## config.mk

```make
export PLATFORM = sky130hd
export DESIGN_NAME = audio_block_trust_and_level_top_flat
export DESIGN_NICKNAME = d
export VERILOG_FILES = /design/src/design/abtl_pkg.sv /design/src/design/abtl_intf.sv /design/src/design/abtl_front.sv /design/src/design/abtl_queue.sv /design/src/design/abtl_back.sv /design/src/design/audio_block_trust_and_level_top.sv /design/src/flat_wrapper.sv
export VERILOG_INCLUDE_DIRS = /design/src /design/src/design
export SDC_FILE = /design/constraint.sdc
export NUM_CORES = 2
export LEC_CHECK = 0
export CAP_MARGIN = 20
export CORE_MARGIN = 8
export CORE_UTILIZATION = 45
export DETAILED_ROUTE_END_ITERATION = 8
export DONT_BUFFER_PORTS = 1
export MAX_ROUTING_LAYER = met4
export PLACE_DENSITY = 0.69
export SYNTH_ARGS = -nofsm -noshare
export SYNTH_HDL_FRONTEND = slang
export SYNTH_SLANG_ARGS = --single-unit
export TNS_END_PERCENT = 5
```

## constraint.sdc

```tcl
create_clock -name clk -period 10.1 [get_ports clk]
set_input_delay 1.01 -clock clk [delete_from_list [all_inputs] [get_ports clk]]
set_output_delay 1.01 -clock clk [all_outputs]
set_load 0.05 [all_outputs]
```

## src/design/audio_block_trust_and_level_top_assert.svh

```systemverilog
// Assertion macros shared by the level meter RTL.
`ifndef AUDIO_BLOCK_TRUST_AND_LEVEL_TOP_ASSERT_SVH
`define AUDIO_BLOCK_TRUST_AND_LEVEL_TOP_ASSERT_SVH

// Same-cycle implication, checked on clk and disabled while rst_n is low.
`define ABTL_ASSERT_IMP(label, ante, cons, msg) \
  label: assert property (@(posedge clk) disable iff (!rst_n) (ante) |-> (cons)) \
    else $error(msg);

// Next-cycle implication, checked on clk and disabled while rst_n is low.
`define ABTL_ASSERT_NXT(label, ante, cons, msg) \
  label: assert property (@(posedge clk) disable iff (!rst_n) (ante) |=> (cons)) \
    else $error(msg);

`endif

```

## src/design/abtl_pkg.sv

```systemverilog
// Shared widths, codes and record types of the block level meter.
`default_nettype none

package abtl_pkg;

  localparam int unsigned MAX_BLOCK      = 4096;
  localparam int unsigned SAMPLE_W       = 16;
  localparam int unsigned MAG_W          = 16;
  localparam int unsigned COUNT_W        = 13;
  localparam int unsigned SUM_W          = 29;
  localparam int unsigned SQSUM_W        = 43;
  localparam int unsigned DCLIM_W        = 16;
  localparam int unsigned CLIPLVL_W      = 15;
  localparam int unsigned PERMILLE_W     = 10;
  localparam int unsigned REASON_W       = 2;
  localparam int unsigned PERMILLE_SCALE = 1000;
  localparam int unsigned PRODUCT_W      = 23;
  localparam int unsigned ROOT_IN_W      = 32;
  localparam int unsigned ROOT_W         = ROOT_IN_W / 2;
  localparam int unsigned STEP_W         = $clog2(SQSUM_W);
  localparam int unsigned Q_DEPTH        = 2;
  localparam int unsigned Q_PTR_W        = $clog2(Q_DEPTH);

  localparam int unsigned CFG_ADDR_W = 2;
  localparam int unsigned CFG_DATA_W = 16;

  localparam logic [CFG_ADDR_W-1:0] REG_DC_LIMIT      = 2'd0;
  localparam logic [CFG_ADDR_W-1:0] REG_CLIP_LEVEL    = 2'd1;
  localparam logic [CFG_ADDR_W-1:0] REG_CLIP_PERMILLE = 2'd2;

  localparam logic [DCLIM_W-1:0]    DC_LIMIT_RST      = 16'd4096;
  localparam logic [CLIPLVL_W-1:0]  CLIP_LEVEL_RST    = 15'd32700;
  localparam logic [PERMILLE_W-1:0] CLIP_PERMILLE_RST = 10'd100;

  localparam logic [REASON_W-1:0] REASON_OK   = 2'd0;
  localparam logic [REASON_W-1:0] REASON_DC   = 2'd1;
  localparam logic [REASON_W-1:0] REASON_CLIP = 2'd2;

  typedef struct packed {
    logic [DCLIM_W-1:0]    dc_limit;
    logic [CLIPLVL_W-1:0]  clip_level;
    logic [PERMILLE_W-1:0] clip_permille;
  } cfg_t;

  // Totals of one finished block, handed from the front to the back.
  typedef struct packed {
    logic signed [SUM_W-1:0] sum;
    logic [SQSUM_W-1:0]      sqsum;
    logic [COUNT_W-1:0]      clipped;
    logic [COUNT_W-1:0]      count;
    logic [MAG_W-1:0]        peak;
  } block_rec_t;

  typedef struct packed {
    logic full;
    logic empty;
  } q_stat_t;

endpackage

`default_nettype wire

```

## src/design/abtl_intf.sv

```systemverilog
// Sample and result channel interfaces of the block level meter.
`default_nettype none

interface abtl_in_if;
  import abtl_pkg::*;
  logic                       valid;
  logic                       ready;
  logic signed [SAMPLE_W-1:0] sample;
  logic                       last_sample;
  modport source (output valid, output sample, output last_sample, input ready);
  modport sink (input valid, input sample, input last_sample, output ready);
endinterface

interface abtl_out_if;
  import abtl_pkg::*;
  logic                       valid;
  logic                       ready;
  logic                       block_valid;
  logic [REASON_W-1:0]        reject_reason;
  logic signed [MAG_W-1:0]    block_mean;
  logic [MAG_W-1:0]           rms_level;
  logic [MAG_W-1:0]           peak_level;
  logic [COUNT_W-1:0]         sample_count;
  modport source (output valid, output block_valid, output reject_reason,
                  output block_mean, output rms_level, output peak_level,
                  output sample_count, input ready);
  modport sink (input valid, input block_valid, input reject_reason,
                input block_mean, input rms_level, input peak_level,
                input sample_count, output ready);
endinterface

`default_nettype wire

```

## src/design/abtl_front.sv

```systemverilog
// Front end: per-sample accumulation of sum, squares, clip count and peak.
`default_nettype none

module abtl_front (
  input  logic                 clk,
  input  logic                 rst_n,
  abtl_in_if.sink              in_ch,
  input  abtl_pkg::cfg_t       cfg,
  input  abtl_pkg::q_stat_t    q_stat,
  output logic                 push,
  output abtl_pkg::block_rec_t push_rec
);
  import abtl_pkg::*;

  logic signed [SUM_W-1:0]  sum_r, sum_nxt;
  logic [SQSUM_W-1:0]       sqsum_r, sqsum_nxt;
  logic [COUNT_W-1:0]       clip_cnt_r, clip_cnt_nxt;
  logic [COUNT_W-1:0]       count_r, count_nxt;
  logic [MAG_W-1:0]         peak_r, peak_nxt;
  logic signed [SAMPLE_W:0] smp_ext;
  logic signed [SAMPLE_W:0] mag_ext;
  logic [MAG_W-1:0]         mag;
  logic [2*MAG_W-1:0]       square;
  logic                     is_clip;
  logic                     accept;
  logic                     close;

  // Samples are held only while the queue is full, so they stream otherwise.
  assign in_ch.ready = !q_stat.full;
  assign accept      = in_ch.valid && in_ch.ready;

  always_comb begin
    smp_ext      = {in_ch.sample[SAMPLE_W-1], in_ch.sample};
    mag_ext      = smp_ext[SAMPLE_W] ? -smp_ext : smp_ext;
    mag          = mag_ext[MAG_W-1:0];
    square       = mag * mag;
    is_clip      = mag >= {1'b0, cfg.clip_level};
    sum_nxt      = sum_r + SUM_W'(smp_ext);
    sqsum_nxt    = sqsum_r + SQSUM_W'(square);
    clip_cnt_nxt = clip_cnt_r + COUNT_W'(is_clip);
    peak_nxt     = (mag > peak_r) ? mag : peak_r;
    count_nxt    = count_r + COUNT_W'(1);
    close        = in_ch.last_sample || (count_nxt == COUNT_W'(MAX_BLOCK));
  end

  assign push              = accept && close;
  assign push_rec.sum      = sum_nxt;
  assign push_rec.sqsum    = sqsum_nxt;
  assign push_rec.clipped  = clip_cnt_nxt;
  assign push_rec.count    = count_nxt;
  assign push_rec.peak     = peak_nxt;

  always_ff @(posedge clk) begin
    if (!rst_n || (accept && close)) begin
      sum_r      <= '0;
      sqsum_r    <= '0;
      clip_cnt_r <= '0;
      count_r    <= '0;
      peak_r     <= '0;
    end else if (accept) begin
      sum_r      <= sum_nxt;
      sqsum_r    <= sqsum_nxt;
      clip_cnt_r <= clip_cnt_nxt;
      count_r    <= count_nxt;
      peak_r     <= peak_nxt;
    end
  end

endmodule

`default_nettype wire

```

## src/design/abtl_queue.sv

```systemverilog
// Short queue of finished block records between the front and the back.
`default_nettype none

module abtl_queue (
  input  logic                 clk,
  input  logic                 rst_n,
  input  logic                 push,
  input  abtl_pkg::block_rec_t push_rec,
  input  logic                 pop,
  output abtl_pkg::block_rec_t pop_rec,
  output abtl_pkg::q_stat_t    q_stat
);
  import abtl_pkg::*;

  block_rec_t         mem_r [Q_DEPTH];
  logic [Q_PTR_W-1:0] wr_ptr_r;
  logic [Q_PTR_W-1:0] rd_ptr_r;
  logic [Q_PTR_W:0]   fill_r;

  assign q_stat.full  = fill_r == (Q_PTR_W+1)'(Q_DEPTH);
  assign q_stat.empty = fill_r == '0;
  assign pop_rec      = mem_r[rd_ptr_r];

  always_ff @(posedge clk) begin
    if (push) begin
      mem_r[wr_ptr_r] <= push_rec;
    end
  end

  // The depth is a power of two, so the pointers wrap on their own.
  always_ff @(posedge clk) begin
    if (!rst_n) begin
      wr_ptr_r <= '0;
      rd_ptr_r <= '0;
      fill_r   <= '0;
    end else begin
      if (push) begin
        wr_ptr_r <= wr_ptr_r + Q_PTR_W'(1);
      end
      if (pop) begin
        rd_ptr_r <= rd_ptr_r + Q_PTR_W'(1);
      end
      case ({push, pop})
        2'b10:   fill_r <= fill_r + (Q_PTR_W+1)'(1);
        2'b01:   fill_r <= fill_r - (Q_PTR_W+1)'(1);
        default: fill_r <= fill_r;
      endcase
    end
  end

endmodule

`default_nettype wire

```

## src/design/abtl_back.sv

```systemverilog
// Back end: bit-serial divisions, square root, trust checks and result register.
`default_nettype none

module abtl_back (
  input  logic                 clk,
  input  logic                 rst_n,
  input  abtl_pkg::cfg_t       cfg,
  input  abtl_pkg::q_stat_t    q_stat,
  output logic                 pop,
  input  abtl_pkg::block_rec_t pop_rec,
  abtl_out_if.source           out_ch
);
  import abtl_pkg::*;

  typedef enum logic [2:0] {
    ST_IDLE,
    ST_DIV_DC,
    ST_DIV_MS,
    ST_SQRT,
    ST_DONE
  } state_t;

  state_t                  state_r;
  block_rec_t              rec_r;
  logic [SQSUM_W-1:0]      quo_r;
  logic [COUNT_W:0]        rem_r;
  logic [STEP_W-1:0]       step_r;
  logic [MAG_W-1:0]        dc_mag_r;
  logic [ROOT_IN_W-1:0]    rad_r;
  logic [ROOT_W-1:0]       root_r;
  logic [ROOT_W+2:0]       srem_r;

  logic                    out_valid_r;
  logic                    block_valid_r;
  logic [REASON_W-1:0]     reason_r;
  logic [MAG_W-1:0]        dc_r;
  logic [MAG_W-1:0]        rms_r;
  logic [MAG_W-1:0]        peak_r;
  logic [COUNT_W-1:0]      count_out_r;

  logic signed [SUM_W-1:0] sum_abs;
  logic [COUNT_W:0]        rem_sh;
  logic                    div_fits;
  logic [COUNT_W:0]        rem_step;
  logic [SQSUM_W-1:0]      quo_step;
  logic [ROOT_W+2:0]       srem_sh;
  logic [ROOT_W+2:0]       trial;
  logic                    sq_fits;
  logic [ROOT_W+2:0]       srem_step;
  logic [ROOT_W-1:0]       root_step;
  logic                    dc_reject;
  logic                    clip_reject;
  logic [PRODUCT_W-1:0]    clip_lhs;
  logic [PRODUCT_W-1:0]    clip_rhs;
  logic [MAG_W-1:0]        dc_signed;
  logic                    out_free;

  assign pop      = (state_r == ST_IDLE) && !q_stat.empty;
  assign out_free = !out_valid_r || out_ch.ready;

  always_comb begin
    sum_abs   = pop_rec.sum[SUM_W-1] ? -pop_rec.sum : pop_rec.sum;

    // One restoring division step: the dividend shifts out of quo_r at the top.
    rem_sh    = {rem_r[COUNT_W-1:0], quo_r[SQSUM_W-1]};
    div_fits  = rem_sh >= {1'b0, rec_r.count};
    rem_step  = div_fits ? rem_sh - {1'b0, rec_r.count} : rem_sh;
    quo_step  = {quo_r[SQSUM_W-2:0], div_fits};

    // One square root step on the next two radicand bits.
    srem_sh   = {srem_r[ROOT_W:0], rad_r[ROOT_IN_W-1 -: 2]};
    trial     = {1'b0, root_r, 2'b01};
    sq_fits   = srem_sh >= trial;
    srem_step = sq_fits ? srem_sh - trial : srem_sh;
    root_step = {root_r[ROOT_W-2:0], sq_fits};

    dc_signed   = rec_r.sum[SUM_W-1] ? -dc_mag_r : dc_mag_r;
    dc_reject   = dc_mag_r > cfg.dc_limit;
    clip_lhs    = PRODUCT_W'(rec_r.clipped) * PRODUCT_W'(PERMILLE_SCALE);
    clip_rhs    = PRODUCT_W'(cfg.clip_permille) * PRODUCT_W'(rec_r.count);
    clip_reject = clip_lhs > clip_rhs;
  end

  always_ff @(posedge clk) begin
    if (!rst_n) begin
      state_r     <= ST_IDLE;
      out_valid_r <= 1'b0;
    end else begin
      // In ST_DONE the result register is loaded below whenever it is free.
      if (out_valid_r && out_ch.ready && state_r != ST_DONE) begin
        out_valid_r <= 1'b0;
      end
      case (state_r)
        ST_IDLE: begin
          if (!q_stat.empty) begin
            rec_r   <= pop_rec;
            quo_r   <= SQSUM_W'(unsigned'(sum_abs));
            rem_r   <= '0;
            step_r  <= STEP_W'(SQSUM_W - 1);
            state_r <= ST_DIV_DC;
          end
        end
        ST_DIV_DC: begin
          if (step_r == '0) begin
            dc_mag_r <= quo_step[MAG_W-1:0];
            quo_r    <= rec_r.sqsum;
            rem_r    <= '0;
            step_r   <= STEP_W'(SQSUM_W - 1);
            state_r  <= ST_DIV_MS;
          end else begin
            quo_r  <= quo_step;
            rem_r  <= rem_step;
            step_r <= step_r - STEP_W'(1);
          end
        end
        ST_DIV_MS: begin
          if (step_r == '0) begin
            // The mean square never exceeds full scale squared.
            rad_r   <= quo_step[ROOT_IN_W-1:0];
            root_r  <= '0;
            srem_r  <= '0;
            step_r  <= STEP_W'(ROOT_W - 1);
            state_r <= ST_SQRT;
          end else begin
            quo_r  <= quo_step;
            rem_r  <= rem_step;
            step_r <= step_r - STEP_W'(1);
          end
        end
        ST_SQRT: begin
          rad_r  <= rad_r << 2;
          root_r <= root_step;
          srem_r <= srem_step;
          step_r <= step_r - STEP_W'(1);
          if (step_r == '0) begin
            state_r <= ST_DONE;
          end
        end
        ST_DONE: begin
          if (out_free) begin
            out_valid_r   <= 1'b1;
            dc_r          <= dc_signed;
            count_out_r   <= rec_r.count;
            block_valid_r <= 1'b0;
            rms_r         <= '0;
            peak_r        <= '0;
            if (dc_reject) begin
              reason_r <= REASON_DC;
            end else if (clip_reject) begin
              reason_r <= REASON_CLIP;
            end else begin
              reason_r      <= REASON_OK;
              block_valid_r <= 1'b1;
              rms_r         <= root_r;
              peak_r        <= rec_r.peak;
            end
            state_r <= ST_IDLE;
          end
        end
        default: state_r <= ST_IDLE;
      endcase
    end
  end

  assign out_ch.valid         = out_valid_r;
  assign out_ch.block_valid   = block_valid_r;
  assign out_ch.reject_reason = reason_r;
  assign out_ch.block_mean    = dc_r;
  assign out_ch.rms_level     = rms_r;
  assign out_ch.peak_level    = peak_r;
  assign out_ch.sample_count  = count_out_r;

endmodule

`default_nettype wire

```

## src/design/audio_block_trust_and_level_top.sv

```systemverilog
// Samples stream in at one per cycle while the queue has room; a block's totals are queued when it closes.
// After a block's totals are taken from the queue, the back end runs 43 + 43
// divider steps (mean and mean square) and 16 square root steps before the result.
// Short blocks can close faster than that back end sequence; the queue then fills and holds the input.
// Synchronous active-low reset clears the accumulators, the queue and the result
// valid flag and restores the register defaults; no clearing pass is needed.
`default_nettype none

`include "audio_block_trust_and_level_top_assert.svh"

module audio_block_trust_and_level_top (
  input  logic                              clk,
  input  logic                              rst_n,
  abtl_in_if.sink                           in_ch,
  abtl_out_if.source                        out_ch,
  input  logic                              cfg_we,
  input  logic [abtl_pkg::CFG_ADDR_W-1:0]   cfg_addr,
  input  logic [abtl_pkg::CFG_DATA_W-1:0]   cfg_wdata
);
  import abtl_pkg::*;

  cfg_t       cfg_r;
  q_stat_t    q_stat;
  logic       push;
  block_rec_t push_rec;
  logic       pop;
  block_rec_t pop_rec;

  // Writes to an index past the last register are dropped.
  always_ff @(posedge clk) begin
    if (!rst_n) begin
      cfg_r.dc_limit      <= DC_LIMIT_RST;
      cfg_r.clip_level    <= CLIP_LEVEL_RST;
      cfg_r.clip_permille <= CLIP_PERMILLE_RST;
    end else if (cfg_we) begin
      case (cfg_addr)
        REG_DC_LIMIT:      cfg_r.dc_limit      <= cfg_wdata[DCLIM_W-1:0];
        REG_CLIP_LEVEL:    cfg_r.clip_level    <= cfg_wdata[CLIPLVL_W-1:0];
        REG_CLIP_PERMILLE: cfg_r.clip_permille <= cfg_wdata[PERMILLE_W-1:0];
        default:           cfg_r               <= cfg_r;
      endcase
    end
  end

  abtl_front u_front (
    .clk      (clk),
    .rst_n    (rst_n),
    .in_ch    (in_ch),
    .cfg      (cfg_r),
    .q_stat   (q_stat),
    .push     (push),
    .push_rec (push_rec)
  );

  abtl_queue u_queue (
    .clk      (clk),
    .rst_n    (rst_n),
    .push     (push),
    .push_rec (push_rec),
    .pop      (pop),
    .pop_rec  (pop_rec),
    .q_stat   (q_stat)
  );

  abtl_back u_back (
    .clk     (clk),
    .rst_n   (rst_n),
    .cfg     (cfg_r),
    .q_stat  (q_stat),
    .pop     (pop),
    .pop_rec (pop_rec),
    .out_ch  (out_ch)
  );

  `ABTL_ASSERT_IMP(a_full_stalls_input, q_stat.full, !in_ch.ready, "sample accepted while queue is full")
  `ABTL_ASSERT_IMP(a_valid_matches_reason, out_ch.valid, out_ch.block_valid == (out_ch.reject_reason == REASON_OK), "block_valid disagrees with reject_reason")
  `ABTL_ASSERT_IMP(a_rejected_levels_zero, out_ch.valid && !out_ch.block_valid, out_ch.rms_level == '0 && out_ch.peak_level == '0, "rejected block reports nonzero levels")
  `ABTL_ASSERT_NXT(a_dc_limit_write, cfg_we && cfg_addr == REG_DC_LIMIT, cfg_r.dc_limit == $past(cfg_wdata), "dc_limit write lost")

endmodule

`default_nettype wire

```

## src/flat_wrapper.sv

```systemverilog
// flat-port wrapper written by rule: the top's interface ports become plain ports
module audio_block_trust_and_level_top_flat import abtl_pkg::*;
  (clk, rst_n, cfg_we, cfg_addr, cfg_wdata, in_ch_valid, in_ch_sample, in_ch_last_sample, in_ch_ready, out_ch_valid, out_ch_block_valid, out_ch_reject_reason, out_ch_block_mean, out_ch_rms_level, out_ch_peak_level, out_ch_sample_count, out_ch_ready);
  abtl_in_if in_ch_i ();
  abtl_out_if out_ch_i ();
  input  logic clk;
  input  logic rst_n;
  input  logic cfg_we;
  input  logic [abtl_pkg::CFG_ADDR_W-1:0] cfg_addr;
  input  logic [abtl_pkg::CFG_DATA_W-1:0] cfg_wdata;
  input wire logic [$bits(in_ch_i.valid)-1:0] in_ch_valid;
  input wire logic [$bits(in_ch_i.sample)-1:0] in_ch_sample;
  input wire logic [$bits(in_ch_i.last_sample)-1:0] in_ch_last_sample;
  output wire logic [$bits(in_ch_i.ready)-1:0] in_ch_ready;
  output wire logic [$bits(out_ch_i.valid)-1:0] out_ch_valid;
  output wire logic [$bits(out_ch_i.block_valid)-1:0] out_ch_block_valid;
  output wire logic [$bits(out_ch_i.reject_reason)-1:0] out_ch_reject_reason;
  output wire logic [$bits(out_ch_i.block_mean)-1:0] out_ch_block_mean;
  output wire logic [$bits(out_ch_i.rms_level)-1:0] out_ch_rms_level;
  output wire logic [$bits(out_ch_i.peak_level)-1:0] out_ch_peak_level;
  output wire logic [$bits(out_ch_i.sample_count)-1:0] out_ch_sample_count;
  input wire logic [$bits(out_ch_i.ready)-1:0] out_ch_ready;
  assign in_ch_i.valid = in_ch_valid;
  assign in_ch_i.sample = in_ch_sample;
  assign in_ch_i.last_sample = in_ch_last_sample;
  assign in_ch_ready = in_ch_i.ready;
  assign out_ch_valid = out_ch_i.valid;
  assign out_ch_block_valid = out_ch_i.block_valid;
  assign out_ch_reject_reason = out_ch_i.reject_reason;
  assign out_ch_block_mean = out_ch_i.block_mean;
  assign out_ch_rms_level = out_ch_i.rms_level;
  assign out_ch_peak_level = out_ch_i.peak_level;
  assign out_ch_sample_count = out_ch_i.sample_count;
  assign out_ch_i.ready = out_ch_ready;
  audio_block_trust_and_level_top u_core (.clk(clk), .rst_n(rst_n), .in_ch(in_ch_i), .out_ch(out_ch_i), .cfg_we(cfg_we), .cfg_addr(cfg_addr), .cfg_wdata(cfg_wdata));
endmodule
```

==> metrics.yaml <==
timing:
  rsz0062_at_grt: "false"
  clock_skew_ns: 0.04188
  worst_slew_pin_slew_ns: 1.159
  hold_violations: 0
  setup_violations: 0
  fin_crit_ns: 8.454
  finalMaxSlewViolations: 0
  fmax_mhz: 118.3
  fin_crit_sh_pct: 83.71
  slew_headroom_pct: 22.34
  tns_ns: 0
flow_run:
  cap_violations: 0
grt:
  grt_pass1_vias: 30300
  antenna_found_initial: 3
  gr-total-overflow: 0
  grt_pass1_wl_mm: 168.0
  gr-usage-all-layers_pct: 19.26
  grt_max_degree: 74
detailed_routing:
  wl_met1_mm: 48.92
  viasPerCell: 5.321
  dr.pass1.iters: 5
  wire_per_inst_um: 18.51
  routed_wl_mm: 106.4
  highest_layer: "met4"
  dr_wl_met3_mm: 8.546
  met2WireLength_mm: 46.04
  drcViolationCount: 0
  detailroute.via_count: 30580
  drtAntennaViolNets: 0
  drtIter0Drc: 2098
synthesis:
  synthAdderAreaFrac_pct: 23.46
  synth_top_cell_area_share_pct: 33.91
  synth_cell_types: 100
  ys_dominant_reg_cell: "edfxtp_1"
  synth_top_family_by_area: "adder cells"
  syn_inst: 4355
  synthMuxAreaShare_pct: 3.238
  ys_seq_area_share_pct: 41.03
  yosys_warnings: 0
  yosysTopAreaCell: "edfxtp_1"
  avgSynthCellArea_um2: 10.59
  synth_area_leaders: "edfxtp_1, fa_1, ha_1, dfxtp_1, inv_1"
  synth-edff-count: 521
  synth-simple-area-share_pct: 11.54
  ys_async_sr_fraction_pct: 0
  netlist_area_um2: 46140
  synth_compound_area_share_pct: 9.809
  synth_xor_area_share_pct: 4.502
  ys_ff_latch: 685
placed_design:
  gp_congestion: 0.9125
  place_area_um2: 47570
  place_inst: 5603
  dp_hpwl_mm: 79.36
  port_buffers: 0
critical_path:
  required_ns: 10.45
  arrival_ns: 8.81
  worstSetupPathType: "in -> reg"
  startpoint_type: "input port"
  crit_fanout: 17
  end_kind: "flop"
status:
  status: "complete, no violations"
final_layout:
  area_growth_pct: 8.583
  nNetsFinal: 5024
  antenna_cells: 0
  design_area_um2: 50100
  fin_cells: 5746
  drive_gt1_share_pct: 7.218
clock_network:
  cts_setup_buffers: 0
  h-tree-depth: 3
  clk_latency_ns: 0.66
  clk_path_buf_depth: 3
  cts_resized: 0
  cts_sinks: 685
  clk_pin_slew_worst_paths_ns: 0.06
  cts_buffers: 77
  cts_root_buffer: "clkbuf_16"
  cts_hold_buffers: 0
  cts_tree: "built"
floorplanning:
  die_w_um: 336.2
  die_y_um: 336.2
  row_count: 117
  core_um2: 101700
  io_pins: 106
  initial_utilization_pct: 45.35
  dieArea_um2: 113000
hold_path:
  min_path_type: "reg -> reg"
==> final timing paths <==
| kind | cells after the start | start | to | slack (ns) |
|---|---|---|---|---|
| setup / recovery | 28 | in_ch_sample[0] | u_core.u_queue.mem_r[1][82]$_DFFE_PP_ | 1.65 |
| hold / removal | 2 | u_core.u_front.sqsum_r[13]$_SDFFE_PP0P_ | u_core.u_front.sqsum_r[13]$_SDFFE_PP0P_ | 0.46 |
| setup reg to reg | 29 | u_core.u_back.rec_r[21]$_DFFE_PP_ | u_core.u_back.out_ch.peak_level[15]$_SDFFCE_PP0P_ | 1.95 |
| hold reg to reg | 2 | u_core.u_front.sqsum_r[13]$_SDFFE_PP0P_ | u_core.u_front.sqsum_r[13]$_SDFFE_PP0P_ | 0.46 |
==> cell usage after synthesis (all sizes together) (21+ instances only) <==
cell type,number
a211oi,37
a21boi,31
a21o,79
a21oi,206
a22oi,26
a31oi,26
and2,86
and3,21
buf,43
clkbuf,120
dfxtp,164
edfxtp,521
fa,325
ha,345
inv,601
mux2,90
mux2i,48
nand2,531
nand2b,25
nand3,57
nand4,29
nor2,266
nor2b,21
nor3,64
o211ai,28
o21a,26
o21ai,120
xnor2,147
xor2,88
==> flip-flops by register name, indices dropped and copies added, names as in the netlist, 2 cells and up, named ones only <==
register,count
u_core.u_back.step_r,6
u_core.u_back.rad_r,32
u_core.u_front.count_r,13
u_core.u_back.rec_r,86
u_core.u_front.peak_r,16
u_core.u_queue.mem_r,228
u_core.u_front.clip_cnt_r,13
u_core.u_back.out_ch.rms_level,16
u_core.u_back.out_ch.peak_level,16
u_core.u_front.sqsum_r,43
u_core.u_back.out_ch.block_mean,16
u_core.cfg_r,41
u_core.u_back.root_r,16
u_core.u_back.state_r,3
u_core.u_back.dc_mag_r,16
u_core.u_back.out_ch.reject_reason,2
u_core.u_back.out_ch.sample_count,13
u_core.u_front.sum_r,29
u_core.u_back.quo_r,43
u_core.u_back.srem_r,17
u_core.u_back.rem_r,13
u_core.u_queue.fill_r,2
==> per-stage QoR <==
stage	hold slack, ns	setup slack (ns)	util [%]
2_1_floorplan	0.4311	1.860	-
3_3_place_gp	0.4421	1.254	46.76
3_5_place_dp	0.4500	1.080	46.76
4_1_cts	0.4584	1.732	49.24
5_1_grt	0.4707	1.227	49.24
6_report	0.4576	1.646	49.24
==> per-layer routing <==
| metal | vias up | GRT usage [%] |
|---|---|---|
| met4 | 0 | 5.361 |
| met5 | - | - |
| met2 | 801 | 28.53 |
| li1 | 14620 | - |
| met3 | 158 | 4.714 |
| met1 | 14990 | 26.38 |
==> worst max-delay path: stages <==
cell and delay (ns):
clkinv_1 0.37, ha_1 0.41, nand2_1 0.06, nand2_1 0.06, xor2_1 0.48, inv_1 0.51, nand2_1 0.24, inv_1 0.08
fa_1 0.54, inv_1 0.06, fa_1 0.44, fa_1 0.49, inv_1 0.05, fa_1 0.48, fa_1 0.55, inv_1 0.06
fa_1 0.53, inv_1 0.05, ha_1 0.36, a21o_1 0.18, a21oi_1 0.21, o211ai_1 0.12, a211oi_1 0.36, a21oi_2 0.15
a31oi_2 0.31, and2_0 0.35, nor3_1 0.12, xor2_1 0.16
==> layout by cell type (no fill, tap or decap), types with 17 or more instances in the layout <==
master,instances
inv_1,591
nand2_1,524
edfxtp_1,521
ha_1,345
fa_1,325
nor2_1,257
a21oi_1,202
dfxtp_1,163
xnor2_1,146
o21ai_0,114
mux2_2,90
xor2_1,87
and2_1,82
a21o_1,79
clkbuf_16,77
nor3_1,62
nand3_1,55
mux2i_1,48
a211oi_1,36
buf_4,34
a21boi_0,30
nand4_1,29
o21a_1,26
o211ai_1,26
a22oi_1,26
nand2b_1,25
a31oi_1,22
nor2b_1,20
and3_1,20
clkbuf_1,18
or3_1,17
==> layout make-up <==
cell class                      count  area, um^2
Clock buffer                      100        2063
Clock inverter                     43       462.9
Inverter                          605        2276
Fill cell                        9075       51640
Sequential cell                   685       18930
Tap cell                         1368        1712
Multi-Input combinational cell   2911       24400
Timing Repair Buffer               34       255.2
==> logic make-up after synthesis <==
kind of cell | after synthesis
mux | 138
compound gates | 688
simple gates | 1169
fa+ha+maj | 670
buf+inv | 768
xor+xnor | 235
flops | 685
other cells | 2
Power is not shown: default switching activity piles up to over one toggle a cycle in this logic, so the estimate is an artifact.
